===== src/dilt_pkg.sv =====
`timescale 1ns / 1ps

package dilt_pkg;

    localparam int VALUE_BITS_DEF  = 64;
    localparam int NUMBER_W        = 64;
    localparam int QUEUE_DEPTH_DEF = 4;
    localparam int BYTE_W          = 8;
    localparam int DIGIT_W         = 4;

    localparam logic [BYTE_W-1:0] CH_COMMA = 8'h2C;
    localparam logic [BYTE_W-1:0] CH_SEMI  = 8'h3B;
    localparam logic [BYTE_W-1:0] CH_SPACE = 8'h20;
    localparam logic [BYTE_W-1:0] CH_TAB   = 8'h09;
    localparam logic [BYTE_W-1:0] CH_LF    = 8'h0A;
    localparam logic [BYTE_W-1:0] CH_CR    = 8'h0D;
    localparam logic [BYTE_W-1:0] CH_VT    = 8'h0B;
    localparam logic [BYTE_W-1:0] CH_FF    = 8'h0C;
    localparam logic [BYTE_W-1:0] CH_PLUS  = 8'h2B;
    localparam logic [BYTE_W-1:0] CH_MINUS = 8'h2D;
    localparam logic [BYTE_W-1:0] CH_0     = 8'h30;
    localparam logic [BYTE_W-1:0] CH_9     = 8'h39;
    localparam logic [DIGIT_W-1:0] TEN     = 4'd10;

    typedef enum logic [2:0] {
        K_LIST_END,
        K_DELIM,
        K_LEAD,
        K_PLUS,
        K_MINUS,
        K_DIGIT,
        K_OTHER
    } t_kind;

    typedef enum logic [2:0] {
        PH_EMPTY,
        PH_LEAD,
        PH_SIGN,
        PH_DIGITS,
        PH_BAD
    } t_phase;

    typedef struct packed {
        t_kind               kind;
        logic [DIGIT_W-1:0]  digit;
    } t_tok_item;

endpackage


===== src/decimal_id_list_tokenizer_top.sv =====
// A byte is held in the queue, and the result it causes in the output register.
// Throughput: one byte per cycle while the output accepts results; the
// multiply-by-ten add and limit compare are combinational, so the queue
// drains at full rate. A stalled output fills the queue, after which
// o_s_tready drops. Reset (i_rst_n low, synchronous) empties the queue,
// clears the token state and drops o_m_tvalid.
`timescale 1ns / 1ps

module decimal_id_list_tokenizer_top
    import dilt_pkg::*;
#(
    parameter int VALUE_BITS  = VALUE_BITS_DEF,
    parameter int QUEUE_DEPTH = QUEUE_DEPTH_DEF
)
(
    input  logic                i_clk,
    input  logic                i_rst_n,
    input  logic                i_s_tvalid,
    output logic                o_s_tready,
    input  logic [BYTE_W-1:0]   i_s_tdata,   // [7:0] text_byte
    input  logic                i_s_tuser,   // [0] action
    output logic                o_m_tvalid,
    input  logic                i_m_tready,
    output logic [NUMBER_W-1:0] o_m_tdata,   // [63:0] number
    output logic                o_m_tuser,   // [0] has_number
    output logic                o_m_tlast
);

    logic      q_full;
    logic      q_push;
    t_tok_item q_in;
    logic      q_valid;
    t_tok_item q_out;
    logic      q_pop;

    dilt_front u_front (
        .i_s_tvalid (i_s_tvalid),
        .o_s_tready (o_s_tready),
        .i_s_tdata  (i_s_tdata),
        .i_s_tuser  (i_s_tuser),
        .i_q_full   (q_full),
        .o_push     (q_push),
        .o_item     (q_in)
    );

    dilt_queue #(
        .DEPTH (QUEUE_DEPTH)
    ) u_queue (
        .i_clk   (i_clk),
        .i_rst_n (i_rst_n),
        .i_push  (q_push),
        .i_item  (q_in),
        .o_full  (q_full),
        .i_pop   (q_pop),
        .o_valid (q_valid),
        .o_item  (q_out)
    );

    dilt_back #(
        .VALUE_BITS (VALUE_BITS)
    ) u_back (
        .i_clk      (i_clk),
        .i_rst_n    (i_rst_n),
        .i_q_valid  (q_valid),
        .i_q_item   (q_out),
        .o_pop      (q_pop),
        .o_m_tvalid (o_m_tvalid),
        .i_m_tready (i_m_tready),
        .o_m_tdata  (o_m_tdata),
        .o_m_tuser  (o_m_tuser),
        .o_m_tlast  (o_m_tlast)
    );

endmodule


===== src/dilt_front.sv =====
`timescale 1ns / 1ps

module dilt_front
    import dilt_pkg::*;
(
    input  logic              i_s_tvalid,
    output logic              o_s_tready,
    input  logic [BYTE_W-1:0] i_s_tdata,
    input  logic              i_s_tuser,
    input  logic              i_q_full,
    output logic              o_push,
    output t_tok_item         o_item
);

    t_kind kind;

    assign o_s_tready = !i_q_full;
    assign o_push     = i_s_tvalid && !i_q_full;

    always_comb begin
        if (i_s_tuser) begin
            kind = K_LIST_END;
        end else if (i_s_tdata == CH_COMMA || i_s_tdata == CH_SEMI ||
                     i_s_tdata == CH_SPACE || i_s_tdata == CH_TAB ||
                     i_s_tdata == CH_LF || i_s_tdata == CH_CR) begin
            kind = K_DELIM;
        end else if (i_s_tdata == CH_VT || i_s_tdata == CH_FF) begin
            kind = K_LEAD;
        end else if (i_s_tdata == CH_PLUS) begin
            kind = K_PLUS;
        end else if (i_s_tdata == CH_MINUS) begin
            kind = K_MINUS;
        end else if (i_s_tdata >= CH_0 && i_s_tdata <= CH_9) begin
            kind = K_DIGIT;
        end else begin
            kind = K_OTHER;
        end
    end

    assign o_item.kind  = kind;
    assign o_item.digit = i_s_tdata[DIGIT_W-1:0];

endmodule


===== src/dilt_queue.sv =====
`timescale 1ns / 1ps

module dilt_queue
    import dilt_pkg::*;
#(
    parameter int DEPTH = QUEUE_DEPTH_DEF
)
(
    input  logic      i_clk,
    input  logic      i_rst_n,
    input  logic      i_push,
    input  t_tok_item i_item,
    output logic      o_full,
    input  logic      i_pop,
    output logic      o_valid,
    output t_tok_item o_item
);

    localparam int PW = (DEPTH > 1) ? $clog2(DEPTH) : 1;
    localparam int CW = $clog2(DEPTH + 1);

    t_tok_item         r_mem [DEPTH];
    logic [PW-1:0]     r_wr;
    logic [PW-1:0]     r_rd;
    logic [CW-1:0]     r_count;
    logic [PW-1:0]     n_wr;
    logic [PW-1:0]     n_rd;
    logic [CW-1:0]     n_count;
    logic              do_push;
    logic              do_pop;

    assign o_full  = (r_count == CW'(DEPTH));
    assign o_valid = (r_count != '0);
    assign o_item  = r_mem[r_rd];
    assign do_push = i_push && !o_full;
    assign do_pop  = i_pop && o_valid;

    always_comb begin
        n_wr    = r_wr;
        n_rd    = r_rd;
        n_count = r_count;
        if (do_push) begin
            n_wr = (r_wr == PW'(DEPTH - 1)) ? '0 : r_wr + PW'(1);
        end
        if (do_pop) begin
            n_rd = (r_rd == PW'(DEPTH - 1)) ? '0 : r_rd + PW'(1);
        end
        if (do_push && !do_pop) begin
            n_count = r_count + CW'(1);
        end else if (do_pop && !do_push) begin
            n_count = r_count - CW'(1);
        end
    end

    always_ff @(posedge i_clk) begin
        if (do_push) begin
            r_mem[r_wr] <= i_item;
        end
    end

    always_ff @(posedge i_clk) begin
        if (!i_rst_n) begin
            r_wr    <= '0;
            r_rd    <= '0;
            r_count <= '0;
        end else begin
            r_wr    <= n_wr;
            r_rd    <= n_rd;
            r_count <= n_count;
        end
    end

endmodule


===== src/dilt_back.sv =====
`timescale 1ns / 1ps

module dilt_back
    import dilt_pkg::*;
#(
    parameter int VALUE_BITS = VALUE_BITS_DEF
)
(
    input  logic                i_clk,
    input  logic                i_rst_n,
    input  logic                i_q_valid,
    input  t_tok_item           i_q_item,
    output logic                o_pop,
    output logic                o_m_tvalid,
    input  logic                i_m_tready,
    output logic [NUMBER_W-1:0] o_m_tdata,
    output logic                o_m_tuser,
    output logic                o_m_tlast
);

    localparam int WW = VALUE_BITS + 4;

    t_phase                   r_phase;
    t_phase                   n_phase;
    logic [VALUE_BITS-1:0]    r_mag;
    logic [VALUE_BITS-1:0]    n_mag;
    logic                     r_neg;
    logic                     n_neg;

    logic                     r_out_valid;
    logic [NUMBER_W-1:0]      r_out_num;
    logic                     r_out_has;
    logic                     r_out_last;

    logic [WW-1:0]            mag_next;
    logic [WW-1:0]            mag_lim;
    logic                     over;
    logic                     tok_ok;
    logic                     emit;
    logic                     out_free;
    logic signed [VALUE_BITS-1:0] s_val;
    logic [NUMBER_W-1:0]      res_num;

    // multiply by ten as two shifted copies, then add the digit
    assign mag_next = WW'({r_mag, 3'b000}) + WW'({r_mag, 1'b0}) + WW'(i_q_item.digit);
    assign mag_lim  = (WW'(1) << (VALUE_BITS - 1)) - WW'(!r_neg);
    assign over     = (mag_next > mag_lim);

    // next state
    always_comb begin
        n_phase = r_phase;
        n_mag   = r_mag;
        n_neg   = r_neg;
        if (i_q_item.kind == K_LIST_END || i_q_item.kind == K_DELIM) begin
            n_phase = PH_EMPTY;
            n_mag   = '0;
            n_neg   = 1'b0;
        end else begin
            case (r_phase)
                PH_EMPTY, PH_LEAD: begin
                    case (i_q_item.kind)
                        K_LEAD: begin
                            n_phase = PH_LEAD;
                        end
                        K_PLUS: begin
                            n_neg   = 1'b0;
                            n_phase = PH_SIGN;
                        end
                        K_MINUS: begin
                            n_neg   = 1'b1;
                            n_phase = PH_SIGN;
                        end
                        K_DIGIT: begin
                            if (over) begin
                                n_phase = PH_BAD;
                            end else begin
                                n_phase = PH_DIGITS;
                                n_mag   = mag_next[VALUE_BITS-1:0];
                            end
                        end
                        default: begin
                            n_phase = PH_BAD;
                        end
                    endcase
                end
                PH_SIGN, PH_DIGITS: begin
                    if (i_q_item.kind == K_DIGIT && !over) begin
                        n_phase = PH_DIGITS;
                        n_mag   = mag_next[VALUE_BITS-1:0];
                    end else begin
                        n_phase = PH_BAD;
                    end
                end
                default: begin
                    n_phase = PH_BAD;
                end
            endcase
        end
    end

    // outputs
    always_comb begin
        tok_ok  = (r_phase == PH_DIGITS) && (r_mag != '0);
        s_val   = r_neg ? -r_mag : r_mag;
        res_num = tok_ok ? NUMBER_W'(s_val) : '0;
        emit    = (i_q_item.kind == K_LIST_END) || (i_q_item.kind == K_DELIM && tok_ok);
    end

    assign out_free = !r_out_valid || i_m_tready;
    assign o_pop    = i_q_valid && (!emit || out_free);

    always_ff @(posedge i_clk) begin
        if (!i_rst_n) begin
            r_phase     <= PH_EMPTY;
            r_mag       <= '0;
            r_neg       <= 1'b0;
            r_out_valid <= 1'b0;
        end else begin
            if (o_pop) begin
                r_phase <= n_phase;
                r_mag   <= n_mag;
                r_neg   <= n_neg;
            end
            if (out_free) begin
                r_out_valid <= o_pop && emit;
            end
        end
    end

    // hold the result until the transaction completes
    always_ff @(posedge i_clk) begin
        if (o_pop && emit) begin
            r_out_num  <= res_num;
            r_out_has  <= tok_ok;
            r_out_last <= (i_q_item.kind == K_LIST_END);
        end
    end

    assign o_m_tvalid = r_out_valid;
    assign o_m_tdata  = r_out_num;
    assign o_m_tuser  = r_out_has;
    assign o_m_tlast  = r_out_last;

endmodule


===== config.mk =====
export PLATFORM = sky130hd
export DESIGN_NAME = decimal_id_list_tokenizer_top
export DESIGN_NICKNAME = d
export VERILOG_FILES = /design/src/dilt_pkg.sv /design/src/decimal_id_list_tokenizer_top.sv /design/src/dilt_front.sv /design/src/dilt_queue.sv /design/src/dilt_back.sv
export SDC_FILE = /design/constraint.sdc
export NUM_CORES = 1
export LEC_CHECK = 0
export BUFFER_PORTS_ARGS = -buffer_cell sky130_fd_sc_hd__buf_2
export CAP_MARGIN = 20
export CORE_AREA = 2 2 153 192
export CTS_BUF_LIST = sky130_fd_sc_hd__clkbuf_16
export DETAILED_ROUTE_END_ITERATION = 16
export DIE_AREA = 0 0 155 194
export HOLD_SLACK_MARGIN = 0.03
export PLACE_DENSITY = 0.77
export SYNTH_ARGS = -nofsm -noshare
export SYNTH_HDL_FRONTEND = slang
export SYNTH_HIERARCHICAL = 1
export SYNTH_SLANG_ARGS = --single-unit
export TNS_END_PERCENT = 10

===== constraint.sdc =====
create_clock -name i_clk -period 9.6 [get_ports i_clk]
set_input_delay 1.44 -clock i_clk [delete_from_list [all_inputs] [get_ports i_clk]]
set_output_delay 1.44 -clock i_clk [all_outputs]
set_load 0.05 [all_outputs]

==> reports/results.txt, run 1 <==
Number of enable flip-flop cells after synthesis -> 94
CP peak stage delay -> 600 ps
Final ANT Viol Nets -> 0
CP top delay family -> compound AO/OA/AOI/OAI gates
Final setup viols -> 0
GPL Wtd Cong -> 1.02
Die Area -> 0.0301 mm²
Setup CP Type -> flip-flop to flip-flop
Syn avg cell area -> 9.24 µm²
Worst-skew pair later-pin latency -> 460 ps
R2R setup slack -> 1290 ps
Final hold slack -> 499 ps
Final slew viol count -> 0
Peak supply drop -> 0.000142 V
Number of filler cells placed in the layout -> 2491
Post-CTS setup buffer count -> 0
Yosys reg bits -> 172
Net Count, Synth -> 1725
Root buffer cell -> clkbuf_16
Post-CTS sizing -> 0
Worst-margin pin slew -> 967 ps
Via count -> 12000
Critical Path Fanout Max -> 39
Port bufs -> 80
MaxCap Viol Count -> 0
Arr. time, crit path -> 8660 ps
Clock sinks -> 172
Leakage -> 6.79 nW
Worst Path Required -> 9940 ps
Post-synthesis sequential area ratio -> 31.4%
Post-route minimum period -> 8310 ps
Area growth syn-to-layout -> 8.15%
Worst hold stages -> 2
CTS tree -> done
HP Start -> u_queue/r_wr[1]
Post-Syn Area -> 0.0140 mm²
Final HPWL from detailed placement -> 27000 µm
Vias in the first global route -> 11600
CP most frequent cell -> a21oi_1
Grt met1 use -> 30.0%
Drt wl/cell -> 18.8 µm
DR vias/cell -> 6.29
Grt ovf -> 0
Post-synth cell types -> 85
CP bufs+invs -> 2
DIE HEIGHT -> 194 µm
Initial Util -> 49.4%
Area occupied by registers -> 0.00439 mm²
Drt initial violations -> 1071
Post-route setup TNS -> 0 ps
Startpoint Class -> flip-flop
Nets@finish -> 1755
Clk slew on worst S/H paths -> 80 ps
Cells after Synth -> 1511
Fmax -> 120 MHz
Worst Hold Path EP -> u_queue/r_wr[1]
Final wirelength -> 35900 µm
Multi-input logic area -> 0.00906 mm²
Row cnt -> 69
GR Util met2 -> 41.9%
TritonCTS Buffers -> 17
Routing usage on met3 -> 2.82%
Largest net degree at the start of global routing -> 80
Initial DRT Pass Iterations -> 5
Residual DRC -> 0
Chip width -> 155 µm
CTS max path bufs -> 2
Reg2Reg Depth -> 25
Tcrit/Tclk final -> 86.6%
Yosys warning total -> 6
Most crowded layer after global routing -> met2
CTS HTree Levels -> 4
Hold WC Path Type -> flip-flop to flip-flop
Core area -> 0.0282 mm²
Clock skew -> 17.5 ps
First-pass GRT wire length -> 58800 µm
Pwr dens -> 170 mW/mm²
IO Pins -> 81
Final Hold Vio Count -> 0
Status -> complete, no violations
Initial antenna violation count -> 0
Post-synth ARST share -> 0%
Critical R2R Capture -> u_back/r_mag[29]
CP max stage cell -> dfxtp_1
Antenna Cells -> 0
Most used DFF post-synth -> edfxtp_1
Worst rel slew slack -> 35.5%
CTS Hold Bufs -> 0
Layout cells sized above 1 -> 9.52%
Unrepaired setup endpoints after global routing -> false
CP Capture Type -> flip-flop
Total Routing Usage GR -> 24.1%
## layout make-up
class                           instances  share of cell area (%)
Inverter                               41                    1.05
Sequential cell                       172                    29.1
Clock inverter                         15                    1.10
Multi-Input combinational cell       1223                    60.1
Timing Repair Buffer                   86                    2.95
Clock buffer                           17                    2.82
Tap cell                              355                    2.94
## cells in the mapped netlist, drive strengths merged (4+ instances only)
cell type	number	share of area, %
ha	198	18
nor2	127	3.4
a21oi	110	4.0
nand2	110	3.0
o21ai	100	3.6
edfxtp	94	20
dfxtp	78	11
xor2	78	4.9
a22o	64	4.0
clkbuf	54	1.5
xnor2	40	2.5
inv	39	1.0
nand4	37	1.7
nand3	28	1.0
nor3	25	0.90
a21o	23	1.2
buf	21	1.1
o31ai	20	1.1
nand2b	17	0.82
and3	14	0.63
o41ai	13	0.87
or4	13	0.70
a31oi	12	0.54
nor2b	12	0.54
a211oi	11	0.59
o21bai	11	0.59
or3	11	0.49
a221oi	10	0.63
nor4	10	0.45
o21a	10	0.54
and4	9	0.56
and2	8	0.36
a21boi	7	0.38
mux4	7	1.1
o211ai	7	0.38
o221ai	7	0.56
or2	7	0.31
a221o	4	0.29
a311oi	4	0.25
mux2i	4	0.29
nor4b	4	0.30
o211a	4	0.29
o31a	4	0.25
## power breakdown
part,leakage (nW),switching [mW],internal (mW),total (mW)
sequential,1.51,0.0668,0.869,0.936
combinational,4.99,0.657,0.263,0.920
clock,0.292,0.354,0.352,0.707
## layer usage
metal / share of wire, % / vias up
met5: 0 / -
met4: 3.8 / 0
met3: 4.3 / 96
met2: 49 / 359
met1: 43 / 5749
li1: - / 5807
## registers in the layout (all words and copies together), names as in the netlist, named ones only
name               count
u_queue/r_mem         28
u_back/r_phase         3
u_queue/r_wr           2
u_back/o_m_tvalid      1
u_back/o_m_tlast       1
u_back/r_mag          64
u_back/r_neg           1
u_back/o_m_tuser       1
u_back/o_m_tdata      64
u_queue/r_rd           2
u_queue/r_count        3
## kinds of logic after synthesis
kind of cell | Yosys count | synth area share (%)
simple gates | 448 | 16.1
compound gates | 445 | 21.7
fa+ha+maj | 201 | 18.2
flops | 172 | 31.4
xor+xnor | 118 | 7.41
buf+inv | 116 | 3.69
mux | 11 | 1.42
## stage by stage
| step | total power, mW | std cells | area [µm²] | worst slack [ps] | util [%] |
|---|---|---|---|---|---|
| global placement | 1.83 | 1877 | 14500 | 1650 | 51.4 |
| detailed placement | 1.86 | 1877 | 14500 | 1400 | 51.4 |
| global route | 2.70 | 1909 | 15100 | 646 | 53.5 |
| CTS | 2.58 | 1909 | 15100 | 1360 | 53.5 |
| finish | 2.56 | 1909 | 15100 | 1290 | 53.5 |
| floorplan | 1.65 | 1511 | 14000 | 2860 | - |
## worst register-to-register path, delay by kind of cell, from the launching register on
family                   cells  cell delay, ps
multiplexers                 1             580
AO/OA/AOI/OAI               12            3250
buffers and inverters        2             510
AND/OR/NAND/NOR              6            1800
flip-flops                   1             600
XOR/XNOR                     1             110
adder cells (fa/ha/maj)      3            1370
## cells in the final DEF, fill, tap and decap left out, types with 64 or more instances in the layout
master	count
ha_1	198
nor2_1	126
nand2_1	109
a21oi_1	109
o21ai_0	100
edfxtp_1	94
buf_2	80
xor2_1	78
dfxtp_1	77
a22o_1	64
## worst max path at each step
stage,endpoint,cells after the start,startpoint,slack (ps)
3_3_place_gp,u_back/r_mag[14],25,flip-flop,1650
6_report,u_back/r_mag[29],25,flip-flop,1290
5_1_grt,u_back/r_mag[23],25,flip-flop,650
2_1_floorplan,u_back/r_mag[39],26,flip-flop,2860
3_5_place_dp,u_back/r_mag[12],25,flip-flop,1400
4_1_cts,u_back/r_mag[29],25,flip-flop,1360
(Power assumes the default switching activity.)
==> run 2: changes to the inputs <==
--- a/config.mk
+++ b/config.mk
@@ -13,6 +13,7 @@
 export DIE_AREA = 0 0 155 194
 export HOLD_SLACK_MARGIN = 0.03
 export PLACE_DENSITY = 0.77
+export RECOVER_POWER = 100
 export SYNTH_ARGS = -nofsm -noshare
 export SYNTH_HDL_FRONTEND = slang
 export SYNTH_HIERARCHICAL = 1
==> run 2 against run 1 <==
  * The run now ends with capacitance limit, slew limit left
  * Fmax down 2.4%
  * Critical path depth unchanged
  * Clock power barely moved
  * First-iteration DRC count grew 7.3%
  * Non-clock buffer count unchanged
  * Count of clock-buffer cells in the layout unchanged
  * Sequential share of layout area is 0.29 points higher
  * Sequential power up 1%
  * Critical path type unchanged
  * Largest power group unchanged
==> reports/results.txt, run 2 (synthesized netlist as in run 1, its figures left out) <==
Status -> finished, violations left
Failing checks -> capacitance limit, slew limit
Final Hold Vio Count -> 0 (unchanged)
WP depth -> 25 (unchanged)
Startpoint Class -> flip-flop
Drt wl/cell -> 18.8 µm (about the same)
Final wirelength -> 35900 µm (about the same)
Core area -> 0.0282 mm² (unchanged)
DR vias/cell -> 6.31 (+0.32%)
Post-CTS sizing -> 0 (unchanged)
Most frequent cells in the layout -> 198 x ha_1, 126 x nor2_1, 110 x nand2_1
Clk slew on worst S/H paths -> 80 ps (about the same)
CP most frequent cell -> a21oi_1
Overall power -> 2.54 mW (-0.79%)
Critical R2R Capture -> u_back/r_mag[29]
Peak supply drop -> 0.000138 V (-2.2%)
Unrepaired setup endpoints after global routing -> false
Worst-margin pin slew -> 4460 ps (+3490 ps)
CTS tree -> done
Reg2Reg Depth -> 25 (unchanged)
Antenna Cells -> 0 (unchanged)
Row cnt -> 69 (unchanged)
Post-CTS setup buffer count -> 0 (unchanged)
Residual DRC -> 0 (unchanged)
Area growth syn-to-layout -> 7.09%
CP top delay family -> compound AO/OA/AOI/OAI gates
Drt initial violations -> 1149 (+7.3%)
Multi-input logic area -> 0.00901 mm² (-0.54%)
Arr. time, crit path -> 8860 ps (+200 ps)
Clock skew -> 19.0 ps (+1.48 ps)
MaxCap Viol Count -> 2 (+2)
CTS Hold Bufs -> 0 (unchanged)
R2R setup slack -> 1080 ps (-210 ps)
Port bufs -> 80 (unchanged)
Pwr dens -> 170 mW/mm² (+0.19%)
IO Pins -> 81 (unchanged)
Root buffer cell -> clkbuf_16
Chip width -> 155 µm (unchanged)
CP peak stage delay -> 600 ps (about the same)
Post-route minimum period -> 8520 ps (+207 ps)
Area occupied by registers -> 0.00439 mm² (unchanged)
Layout cells sized above 1 -> 4.57% (-5.0 points)
Fmax -> 117 MHz (-2.4%)
CP Capture Type -> flip-flop
Die Area -> 0.0301 mm² (unchanged)
Final ANT Viol Nets -> 0 (unchanged)
Worst Path Required -> 9940 ps (about the same)
Largest net degree at the start of global routing -> 80 (unchanged)
Total Routing Usage GR -> 24.1% (unchanged)
Worst rel slew slack -> -197% (-230 points)
Clock sinks -> 172 (unchanged)
Leakage -> 6.57 nW (-3.3%)
Initial antenna violation count -> 0 (unchanged)
Final HPWL from detailed placement -> 27000 µm (unchanged)
Setup CP Type -> flip-flop to flip-flop
CP bufs+invs -> 2 (unchanged)
Post-route setup TNS -> 0 ps (unchanged)
CTS HTree Levels -> 4 (unchanged)
Initial DRT Pass Iterations -> 6 (+1)
DIE HEIGHT -> 194 µm (unchanged)
Grt ovf -> 0 (unchanged)
Vias in the first global route -> 11600 (unchanged)
Critical Path Fanout Max -> 39 (unchanged)
Hold WC Path Type -> flip-flop to flip-flop
Initial Util -> 49.4% (unchanged)
Final hold slack -> 499 ps (-0.0100 ps)
TritonCTS Buffers -> 17 (unchanged)
Final slew viol count -> 134 (+134)
Final Core Density -> 52.9% (-0.52 points)
Number of filler cells placed in the layout -> 2550 (+2.4%)
Worst-skew pair later-pin latency -> 460 ps (about the same)
CP endpoint -> u_back/r_mag[29]
First-pass GRT wire length -> 58800 µm (unchanged)
Tcrit/Tclk final -> 88.8% (+2.2 points)
CP max stage cell -> dfxtp_1
Commonest non-fill, non-tap cell in the layout -> ha_1
Via count -> 12000 (+0.32%)
Worst hold stages -> 2 (unchanged)
GPL Wtd Cong -> 1.02 (unchanged)
CTS max path bufs -> 2 (unchanged)
Final setup viols -> 0 (unchanged)
Nets@finish -> 1755 (unchanged)
[run 2: how the worst min path moves through the flow]
| stage | start | to | slack [ps] |
|---|---|---|---|
| after detailed placement | u_queue/r_wr[1] | u_queue/r_wr[1] | 490 |
| after CTS | u_queue/r_wr[1] | u_queue/r_wr[1] | 500 |
| after global placement | u_queue/r_wr[1] | u_queue/r_wr[1] | 490 |
| after floorplan | u_queue/r_wr[1] | u_queue/r_wr[1] | 470 |
| final | u_queue/r_wr[1] | u_queue/r_wr[1] | 500 |
| after global routing | u_back/r_phase[0] | u_back/r_phase[0] | 530 |
[run 2: cell type report]
| type | count | area share [%] |
|---|---|---|
| Sequential cell | 172 | 29.4 |
| Tap cell | 355 | 2.97 |
| Clock inverter | 15 | 1.11 |
| Timing Repair Buffer | 86 | 2.34 |
| Clock buffer | 17 | 2.85 |
| Inverter | 41 | 1.04 |
| Multi-Input combinational cell | 1223 | 60.3 |
[run 2: power breakdown]
| group | internal (mW) | switching [mW] | total [mW] |
|---|---|---|---|
| combinational | 0.245 | 0.647 | 0.891 |
| sequential | 0.878 | 0.0663 | 0.945 |
| clock | 0.352 | 0.354 | 0.706 |
[run 2: metal layers]
| layer | vias to the layer above | GRT usage, % | wire length, µm |
|---|---|---|---|
| met4 | 0 | 10.4 | 1330 |
| met2 | 396 | 41.9 | 17600 |
| met1 | 5756 | 30.0 | 15100 |
| met5 | - | 0 | 0 |
| met3 | 87 | 2.82 | 1810 |
| li1 | 5810 | - | - |
[run 2: per-stage QoR]
step	area (µm²)	setup slack (ps)	std cells
2_1_floorplan	14000	2860	1511
3_3_place_gp	14500	1650	1877
3_5_place_dp	14500	1400	1877
4_1_cts	15100	1360	1909
5_1_grt	14900	355	1909
6_report	14900	1080	1909
[run 2: tightest hold or removal path, stage by stage, from the launching register on]
cell     delay, ps
dfxtp_1        340
nand2_1         60
mux2i_1         50
==> run 3: changes to the inputs <==
--- a/config.mk
+++ b/config.mk
@@ -7,12 +7,14 @@
 export LEC_CHECK = 0
 export BUFFER_PORTS_ARGS = -buffer_cell sky130_fd_sc_hd__buf_2
 export CAP_MARGIN = 20
-export CORE_AREA = 2 2 153 192
+export CELL_PAD_IN_SITES_DETAIL_PLACEMENT = 1
+export CELL_PAD_IN_SITES_GLOBAL_PLACEMENT = 2
+export CORE_AREA = 2 2 171 214
 export CTS_BUF_LIST = sky130_fd_sc_hd__clkbuf_16
 export DETAILED_ROUTE_END_ITERATION = 16
-export DIE_AREA = 0 0 155 194
+export DIE_AREA = 0 0 173 216
 export HOLD_SLACK_MARGIN = 0.03
-export PLACE_DENSITY = 0.77
+export PLACE_DENSITY = 0.91
 export RECOVER_POWER = 100
 export SYNTH_ARGS = -nofsm -noshare
 export SYNTH_HDL_FRONTEND = slang
==> run 3 against run 2 <==
  * The flow still finishes with violations (capacitance limit, slew limit)
  * Sequential power increased by 1%
  * Core utilization decreased by 9.9 points
  * Die area increased by 24%
  * Largest cell class unchanged
  * Highest routed layer is now met5
==> reports/results.txt, run 3 (synthesized netlist as in run 1, its figures left out) <==
Status -> finished, violations left
Failing checks -> capacitance limit, slew limit
Drt wl/cell -> 20.4 µm (+8.5%)
DIE HEIGHT -> 216 µm (+11%)
Critical Path Fanout Max -> 35 (-10%)
TritonCTS Buffers -> 17 (unchanged)
Vias in the first global route -> 12400 (+7.1%)
Final Hold Vio Count -> 0 (unchanged)
CTS tree -> done
DR vias/cell -> 5.94 (-5.9%)
Worst-skew pair later-pin latency -> 470 ps (about the same)
Final ANT Viol Nets -> 0 (unchanged)
CTS HTree Levels -> 4 (unchanged)
Initial DRT Pass Iterations -> 5 (-1)
Largest net degree at the start of global routing -> 68 (-15%)
CTS Hold Bufs -> 0 (unchanged)
Final wirelength -> 41400 µm (+15%)
Layout cells sized above 1 -> 4.44% (-0.13 points)
Unrepaired setup endpoints after global routing -> false
Port bufs -> 80 (unchanged)
MaxCap Viol Count -> 2 (unchanged)
Fmax -> 116 MHz (-1.0%)
Total Routing Usage GR -> 22.1% (-2.0 points)
IO Pins -> 81 (unchanged)
Setup CP Type -> flip-flop to flip-flop
Post-route cell area -> 0.0152 mm² (+1.5%)
Final slew viol count -> 134 (unchanged)
Grt ovf -> 0 (unchanged)
Startpoint Class -> flip-flop
Area growth syn-to-layout -> 8.72%
Most frequent cells in the layout -> 198 x ha_1, 126 x nor2_1, 110 x nand2_1
GPL Wtd Cong -> 0.922 (-9.2%)
CTS max path bufs -> 2 (unchanged)
Post-CTS sizing -> 0 (unchanged)
Dpl cell area -> 0.0147 mm² (+1.1%)
Final HPWL from detailed placement -> 31400 µm (+16%)
Via count -> 12000 (-0.017%)
Chip width -> 173 µm (+12%)
Post-route setup TNS -> 0 ps (unchanged)
Arr. time, crit path -> 8970 ps (+110 ps)
Worst-margin pin slew -> 4550 ps (+85.0 ps)
Tcrit/Tclk final -> 89.7% (+0.93 points)
Overall power -> 2.66 mW (+4.5%)
Worst rel slew slack -> -203% (-5.7 points)
CP Capture Type -> flip-flop
Clock sinks -> 172 (unchanged)
Die Area -> 0.0374 mm² (+24%)
Row cnt -> 77 (+12%)
Drt initial violations -> 627 (-45%)
Initial Util -> 39.6% (-9.9 points)
Clock skew -> 19.1 ps (+0.122 ps)
Leakage -> 6.59 nW (+0.32%)
Root buffer cell -> clkbuf_16
Commonest non-fill, non-tap cell in the layout -> ha_1
Post-route minimum period -> 8610 ps (+89.5 ps)
Residual DRC -> 0 (unchanged)
Nets@finish -> 1755 (unchanged)
Core area -> 0.0353 mm² (+25%)
Post-CTS setup buffer count -> 0 (unchanged)
Final setup viols -> 0 (unchanged)
Number of filler cells placed in the layout -> 4189 (+64%)
Initial antenna violation count -> 1 (+1)
First-pass GRT wire length -> 66300 µm (+13%)
Peak supply drop -> 0.0000983 V (-29%)
Hold WC Path Type -> flip-flop to flip-flop
Worst Path Required -> 9960 ps (+20 ps)
Pwr dens -> 175 mW/mm² (+2.9%)
Clk slew on worst S/H paths -> 80 ps (about the same)
## run 3: changes by cell type in the layout (fill, tap and decap cells not counted), sizes merged
cell,change
bufinv,+1
diode,+1
inv,-1
## run 3: metal layers
metal | global-route usage [%] | wire [µm] | vias up | part of all wire, %
li1 | - | - | 5788 | -
met1 | 26.5 | 17700 | 5961 | 43
met2 | 39.9 | 21000 | 225 | 51
met3 | 2.91 | 1270 | 71 | 3.1
met4 | 8.95 | 1410 | 2 | 3.4
met5 | 0 | 13 | - | 0.031
## run 3: through the flow
step | setup WS, ps | util [%] | cells | hold slack [ps]
after floorplan | 2860 | - | 1511 | 468
after global placement | 1540 | 41.6 | 1996 | 481
after detailed placement | 1160 | 41.6 | 1996 | 514
after CTS | 1060 | 43.4 | 2028 | 529
after global routing | 393 | 43.0 | 2028 | 526
final | 989 | 43.0 | 2029 | 497
## run 3: final timing paths
| check | depth (start not counted) | slack, ps | to | start |
|---|---|---|---|---|
| max | 26 | 990 | u_back/r_mag[62] | flip-flop |
| min | 2 | 500 | u_back/r_phase[0] | u_back/r_phase[0] |
| max reg2reg | 26 | 990 | u_back/r_mag[62] | flip-flop |
| min reg2reg | 2 | 500 | u_back/r_phase[0] | u_back/r_phase[0] |
## run 3: layout make-up
cell class	count	area (µm²)	area share (%)
repair buffers	86	362	2.38
clock inverters	15	220	1.45
clock buffers	17	425	2.80
diodes	1	2.50	0.0165
inverters	41	155	1.02
multi-input cells	1223	9020	59.5
flip-flops and latches	172	4390	28.9
well taps	474	593	3.91
## run 3: worst max-delay path: stages, from the launching register on
cell	delay, ps
dfxtp_1	640
mux4_2	590
fa_1	580
inv_1	70
fa_1	450
nand2b_1	210
a21o_1	190
a21oi_1	190
o31a_1	160
buf_4	150
a31oi_1	180
o31ai_1	600
a21oi_1	320
o21bai_1	250
xor2_1	120
ha_1	350
nand4_1	130
nor4_1	500
and3_1	310
or4b_2	590
a21oi_1	160
a21oi_1	70
a211oi_1	230
and4b_1	280
o221ai_4	430
buf_4	450
a22o_1	290
## run 3: power breakdown
group | switching [mW] | internal [mW] | leakage (nW) | total, mW
Combinational | 0.687 | 0.250 | 4.76 | 0.937
Clock | 0.373 | 0.389 | 0.314 | 0.762
Sequential | 0.0780 | 0.878 | 1.51 | 0.956
